[src/rtl/dmsp_pkg.sv]
// shared constants, state encoding and control word types for the shortest path engine
`default_nettype none

package dmsp_pkg;

	// default sizing
	localparam int MAX_VERTICES = 32;
	localparam int WEIGHT_BITS  = 8;

	// fixed field widths
	localparam int VERTEX_BITS = 5;
	localparam int DIST_BITS   = 20;
	localparam int VCOUNT_BITS = 6;

	// distance shown for an unreachable vertex
	localparam logic [DIST_BITS-1:0] DIST_INF = DIST_BITS'(999999);

	// configuration register
	localparam logic [VCOUNT_BITS-1:0] VCOUNT_RESET = VCOUNT_BITS'(32);
	localparam logic [2:0] REG_VERTEX_COUNT_ADDR = 3'd0;

	// operation codes
	localparam logic OP_LOAD  = 1'b0;
	localparam logic OP_QUERY = 1'b1;

	// controller states
	typedef enum logic [3:0] {
		ST_CLEAR,
		ST_IDLE,
		ST_CHECK,
		ST_SEL,
		ST_MARK,
		ST_REL,
		ST_NEXT,
		ST_DST,
		ST_DSTW,
		ST_WALK,
		ST_WALKW,
		ST_EMIT,
		ST_FAIL
	} state_t;

	// commands from controller to datapath
	typedef struct packed {
		logic clear_step;
		logic load;
		logic query_start;
		logic sel_run;
		logic mark;
		logic rel_run;
		logic next_round;
		logic dst_read;
		logic dst_latch;
		logic walk_step;
		logic walk_follow;
		logic emit_step;
		logic fail;
	} dp_cmd_t;

	// status from datapath to controller
	typedef struct packed {
		logic clear_done;
		logic bad_query;
		logic single;
		logic scan_done;
		logic last_round;
		logic unreach;
		logic walk_stop;
		logic emit_end;
	} dp_stat_t;

endpackage

`default_nettype wire

[src/rtl/dmsp_ctrl.sv]
// controller state machine sequencing clear, load, scan rounds, path walk and emit
`default_nettype none

module dmsp_ctrl (
	input  wire logic               clk,
	input  wire logic               arst_n,
	input  wire logic               start,
	input  wire logic               op,
	input  dmsp_pkg::dp_stat_t      stat,
	output logic                    busy,
	output dmsp_pkg::dp_cmd_t       cmd
);
	import dmsp_pkg::*;

	state_t state_q;
	state_t state_d;

	// state register
	always_ff @(posedge clk or negedge arst_n) begin
		if (!arst_n) begin
			state_q <= ST_CLEAR;
		end else begin
			state_q <= state_d;
		end
	end

	// next state and commands
	always_comb begin
		state_d = state_q;
		cmd     = '0;
		case (state_q)
			ST_CLEAR: begin
				cmd.clear_step = 1'b1;
				if (stat.clear_done) state_d = ST_IDLE;
			end
			ST_IDLE: begin
				if (start) begin
					if (op == OP_LOAD) begin
						cmd.load = 1'b1;
					end else begin
						cmd.query_start = 1'b1;
						state_d         = ST_CHECK;
					end
				end
			end
			ST_CHECK: begin
				if (stat.bad_query) state_d = ST_FAIL;
				else if (stat.single) state_d = ST_DST;
				else state_d = ST_SEL;
			end
			ST_SEL: begin
				cmd.sel_run = 1'b1;
				if (stat.scan_done) state_d = ST_MARK;
			end
			ST_MARK: begin
				cmd.mark = 1'b1;
				state_d  = ST_REL;
			end
			ST_REL: begin
				cmd.rel_run = 1'b1;
				if (stat.scan_done) state_d = ST_NEXT;
			end
			ST_NEXT: begin
				cmd.next_round = 1'b1;
				if (stat.last_round) state_d = ST_DST;
				else state_d = ST_SEL;
			end
			ST_DST: begin
				cmd.dst_read = 1'b1;
				state_d      = ST_DSTW;
			end
			ST_DSTW: begin
				cmd.dst_latch = 1'b1;
				if (stat.unreach) state_d = ST_FAIL;
				else state_d = ST_WALK;
			end
			ST_WALK: begin
				cmd.walk_step = 1'b1;
				if (stat.walk_stop) state_d = ST_EMIT;
				else state_d = ST_WALKW;
			end
			ST_WALKW: begin
				cmd.walk_follow = 1'b1;
				state_d         = ST_WALK;
			end
			ST_EMIT: begin
				cmd.emit_step = 1'b1;
				if (stat.emit_end) state_d = ST_IDLE;
			end
			ST_FAIL: begin
				cmd.fail = 1'b1;
				state_d  = ST_IDLE;
			end
			default: begin
				state_d = ST_IDLE;
			end
		endcase
	end

	assign busy = (state_q != ST_IDLE);

endmodule

`default_nettype wire

[config.mk]
export PLATFORM = sky130hd
export DESIGN_NAME = dmsp_ctrl
export DESIGN_NICKNAME = d
export VERILOG_FILES = /design/src/rtl/dmsp_pkg.sv /design/src/rtl/dmsp_ctrl.sv
export SDC_FILE = /design/constraint.sdc
export NUM_CORES = 1
export LEC_CHECK = 0
export BUFFER_PORTS_ARGS = -buffer_cell sky130_fd_sc_hd__buf_2
export CORE_AREA = 3 3 40 42
export CTS_BUF_LIST = sky130_fd_sc_hd__clkbuf_16
export DETAILED_ROUTE_END_ITERATION = 8
export DIE_AREA = 0 0 43 45
export PLACE_DENSITY = 0.74
export SYNTH_ARGS = -nofsm -noshare
export SYNTH_HDL_FRONTEND = slang
export SYNTH_SLANG_ARGS = --single-unit
[constraint.sdc]
create_clock -name clk -period 1.65 [get_ports clk]
set_clock_uncertainty 0.15 [all_clocks]
set_input_delay 0.165 -clock clk [delete_from_list [all_inputs] [get_ports clk]]
set_output_delay 0.165 -clock clk [all_outputs]
set_load 0.01 [all_outputs]
Word level (Yosys, flattened, before mapping) --
Cells that the tools add are included. Widths: inputs -> output; s select.
Cells by class: mux-type cells 27, reduce and logical (&&, ||, !) cells 2, eq/ne operators 19
Operator list (count):
- $pmux 4 s12 | 1
- $mux 4 | 7
- $eq 4x4->1 const B | 5
- $eq 4x3->1 const B | 4
- $mux 1 | 14
- $ne 2x2->1 const B | 6
- $mux 3 | 3
- $eq 4x2->1 const B | 2
- $reduce_and 6->1 | 1
- $eq 4x1->1 const B | 1
- $logic_not 4->1 | 1
- $mux 2 | 2
- $ne 4x1->1 const B | 1
Word-level totals: flip-flop bits (word level) 4, output and inout bits 14, word-level logic and storage cells 49

Longest topological paths before layout --
depth after elaboration 3, gate-level depth with buffers 5

Worst setup path after synthesis --
OpenSTA, ideal clock, no wires.
path kind register to register, from register state_q[0], to register state_q[0], stages on the path, launching flop included 6, arrival time 1.334 ns, setup slack 0.040 ns, clock period less this slack 1.610 ns, required time 1.374 ns, library setup time 0.126 ns, path buffers 1, cells stage by stage dfrtp_1 -> buf_6 -> a21o_1 -> a32oi_2 -> a21bo_1 -> o32a_1
On the way: longest elaborated chain between the ends 3, elaborated cells on any way between the ends 20
Ends and longest elaborated chain:
- from (decl) | line dmsp_ctrl.sv:15 | state_t state_q;
- from (signal assigned) | line dmsp_ctrl.sv:23 | state_q <= state_d;
- $eq 4x2->1 (tied with other cells) | line dmsp_ctrl.sv:31 | case (state_q)
- $ne 2x2->1 (no line)
- $reduce_and 6->1 (no line)
Several ways; a longest one is shown, not always the timed one. A chain may end at the register's enable or synchronous reset.

==> summary.txt <==
Critical path
  – CP bufs+invs: 3
  – WP data required: 1330 ps
  – Critical Path, Cell by Cell: buf_6 -> nand2b_4 -> buf_6 -> nor3_2 -> buf_2
  – Worst-path maximum fanout: 6
  – Most frequent CP cell: buf_6
  – Setup crit start kind: register
  – Cells on worst reg2reg path: 5
  – CP Capture Type: output port
  – CP max stage cell: dfrtp_2
  – WS Path Type: register to output port
  – Delay-heaviest family, CP: flip-flops
  – R2R Setup Slk: 8 ps
  – Worst flop-to-flop path endpoint: state_q[0]$_DFFE_PN0P_
  – Crit path DAT: 1330 ps
  – R2R Path Start: state_q[3]$_DFFE_PN0P_
  – Largest stage delay, worst path: 450 ps

Synth
  – Dominant cell type by area after synthesis: dfrtp_1
  – Synth async-reset ratio: 100%
  – Synth top area cells: dfrtp_1 (21%), nand2b_1 (10%), nor2_1 (7.8%)
  – Syn Std Cell Area: 483 µm²
  – Yosys reg bits: 4
  – Syn_area_per_cell: 7.32 µm²
  – Post-synth EDFFs: 0
  – Synth unique cells: 27
  – Post-synthesis cell count: 66
  – Dominant synthesized flop cell: dfrtp_1
  – Yosys warns: 0
  – Synth top area share: 20.7%
  – Syn Nets: 78
  – Register area share after synthesis: 20.7%
  – Commonest cells post-synth: nor2_1 (10), nand2b_1 (8), nand2_1 (5), nor3_1 (5), dfrtp_1 (4)
  – Most frequent cell after synthesis: nor2_1

GRT
  – Vias in the first global route: 582
  – Largest net degree at the start of global routing: 16
  – Initial antenna violation count: 0
  – Gr usage total: 17.7%
  – First-pass GRT wire length: 2510 µm
  – GRT Residual Overflow: 0

STA
  – Worst-Margin Slew: 348 ps
  – Final worst path period share: 99.5%
  – Max-slew headroom: 76.7%
  – Max-slew violations: 0
  – Setup TNS: 0 ps
  – Final hold violations: 0
  – Period minus WS final: 1640 ps
  – Final Setup Violations: 0
  – Fmax: 609 MHz
  – RSZ-0062 raised after global routing: true

Final layout
  – Largest Register: state_q
  – Flip-flop count of the largest register after layout: 4
  – Area Growth Syn to Fin: 84.2%
  – Fin nets: 120
  – Share of layout cells above drive strength 1: 57.5%
  – Fillers: 101
  – Top flop regs: state_q (4)
  – Diodes inserted: 0

Route
  – Iter 0 DRT Violations: 16
  – Routed len/inst: 14.7 µm
  – Via Count: 654
  – Post-DR vias/cell: 5.40
  – Wirelength, routed: 1780 µm
  – Final ANT Viol Nets: 0
  – TritonRoute pass-1 iters: 4
  – DRC viols: 0

CTS
  – Clock transition at path regs: 30 ps
  – Max Root-Sink Buffers: 2
  – Htree depth: 1
  – Num CTS Buffers: 3
  – Clock Sinks: 4
  – Clock latency on the worst-skew pair: 230 ps
  – CTS tree: done
  – CTS root buffer: clkbuf_16

Min path
  – WHS Path Cells: 2
  – Worst Min Path Start: stat[7]
  – Worst Hold Path EP: state_q[0]$_DFFE_PN0P_
  – Class of the worst hold path: input port to register

Power and ir drop
  – Leakage: 0.000457 µW
  – Sw Pwr: 653 µW
  – Share of power burned in registers: 13.1%
  – Clock network fraction of total power: 23.3%
  – Power Internal: 999 µW
  – Share of total power in combinational logic: 63.6%
  – Final Power: 1650 µW
  – PD cells: 1860 nW/µm²
  – Switching Share: 39.6%
  – Peak supply drop: 1100 µV

Status
  – Status: finished, final reports clean

Placement
  – DPL Wire Length: 1050 µm
  – Input/output buffers: 25
  – GPL Wtd Cong: 0.773

Run
  – Maxcap violations: 0

Floorplanning
  – Row cnt: 13
  – Die Span Y: 45 µm
  – Core region area: 1280 µm²
  – Initial Util: 37.6%
  – Io pins: 26
  – Total die area: 1940 µm²
  – Die width: 43 µm
-- through the flow --
| step | area (µm²) | util [%] | instances | hold slack [ps] | setup slack, ps |
|---|---|---|---|---|---|
| floorplan | 483 | - | 66 | -281 | 39.6 |
| global placement | 661 | 51.4 | 110 | -176 | 48.7 |
| detailed placement | 661 | 51.4 | 110 | -173 | 19.5 |
| CTS | 798 | 62.1 | 118 | 18.1 | 1.66 |
| global route | 890 | 69.2 | 121 | 19.0 | -46.6 |
| finish | 890 | 69.2 | 121 | 18.0 | 7.73 |
-- how the worst max path moves through the flow --
| stage | start | endpoint | slack, ps | cells past startpoint |
|---|---|---|---|---|
| 2_1_floorplan | state_q[0]$_DFFE_PN0P_ | state_q[0]$_DFFE_PN0P_ | 40 | 5 |
| 3_3_place_gp | state_q[2]$_DFFE_PN0P_ | state_q[0]$_DFFE_PN0P_ | 50 | 4 |
| 3_5_place_dp | state_q[2]$_DFFE_PN0P_ | state_q[0]$_DFFE_PN0P_ | 20 | 4 |
| 4_1_cts | state_q[3]$_DFFE_PN0P_ | cmd[8] | 2 | 4 |
| 5_1_grt | state_q[3]$_DFFE_PN0P_ | cmd[11] | -50 | 5 |
| 6_report | state_q[2]$_DFFE_PN0P_ | cmd[4] | 8 | 5 |
-- area by class of cell --
cell class                      count  area, µm²  area share [%]
Multi-Input combinational cell     54        392            44.0
Timing Repair Buffer               43        293            32.9
Sequential cell                     4        104            11.7
Clock buffer                        3       75.1            8.44
Tap cell                           15       18.8            2.11
Inverter                            2       7.51           0.844
-- logic make-up (layout without fill, tap and decap cells) --
| group | count (synthesis) | after routing | share of synthesized area, % |
|---|---|---|---|
| mux | 3 | 3 | 6.48 |
| flops | 4 | 4 | 20.7 |
| compound gates | 15 | 15 | 24.1 |
| simple gates | 36 | 36 | 38.6 |
| buf+inv | 8 | 48 | 10.1 |
-- repair_timing --
item | in CTS | in global routing
endpoints found under the hold margin | 4 | 0
hold buffers | 1 | 0
cloned | 0 | 1
setup endpoints to repair | 7 | 10
gates resized for setup | 6 | 18
pin swaps | 1 | 5
setup buffers | 4 | 2
-- power groups by stage --
stage / Combinational (µW) / Clock (µW) / Sequential, µW
CTS: 880 / 388 / 198
finish: 1050 / 384 / 217
global placement: 777 / 0 / 194
floorplan: 562 / 0 / 170
detailed placement: 796 / 0 / 194
global route: 1130 / 398 / 223
-- cell usage in the layout (no fill, tap or decap), drive strengths merged --
master and n:
a211oi 1, a21bo 1, a21o 2, a21oi 3, a31oi 1, a32oi 1
and3 1, and4 1, buf 42, clkbuf 3, dfrtp 4, dlygate4sd3 1
inv 2, mux2 1, mux2i 2, nand2 5, nand2b 8, nand3 1
nand3b 1, nor2 10, nor2b 2, nor3 5, nor3b 2, o21ai 2
o2bb2ai 1, o32a 1, o32ai 2
-- per-layer routing --
metal  share of wire (%)  wire length [µm]  vias up  GRT usage, %
li1                    -                 -      319             -
met1                  40               715      298          21.0
met2                  50               887       31          29.6
met3                 5.6                99        6          3.98
met4                 4.4                78        0          10.2
met5                   0                 0        -             0
(Power assumes the default switching activity.)
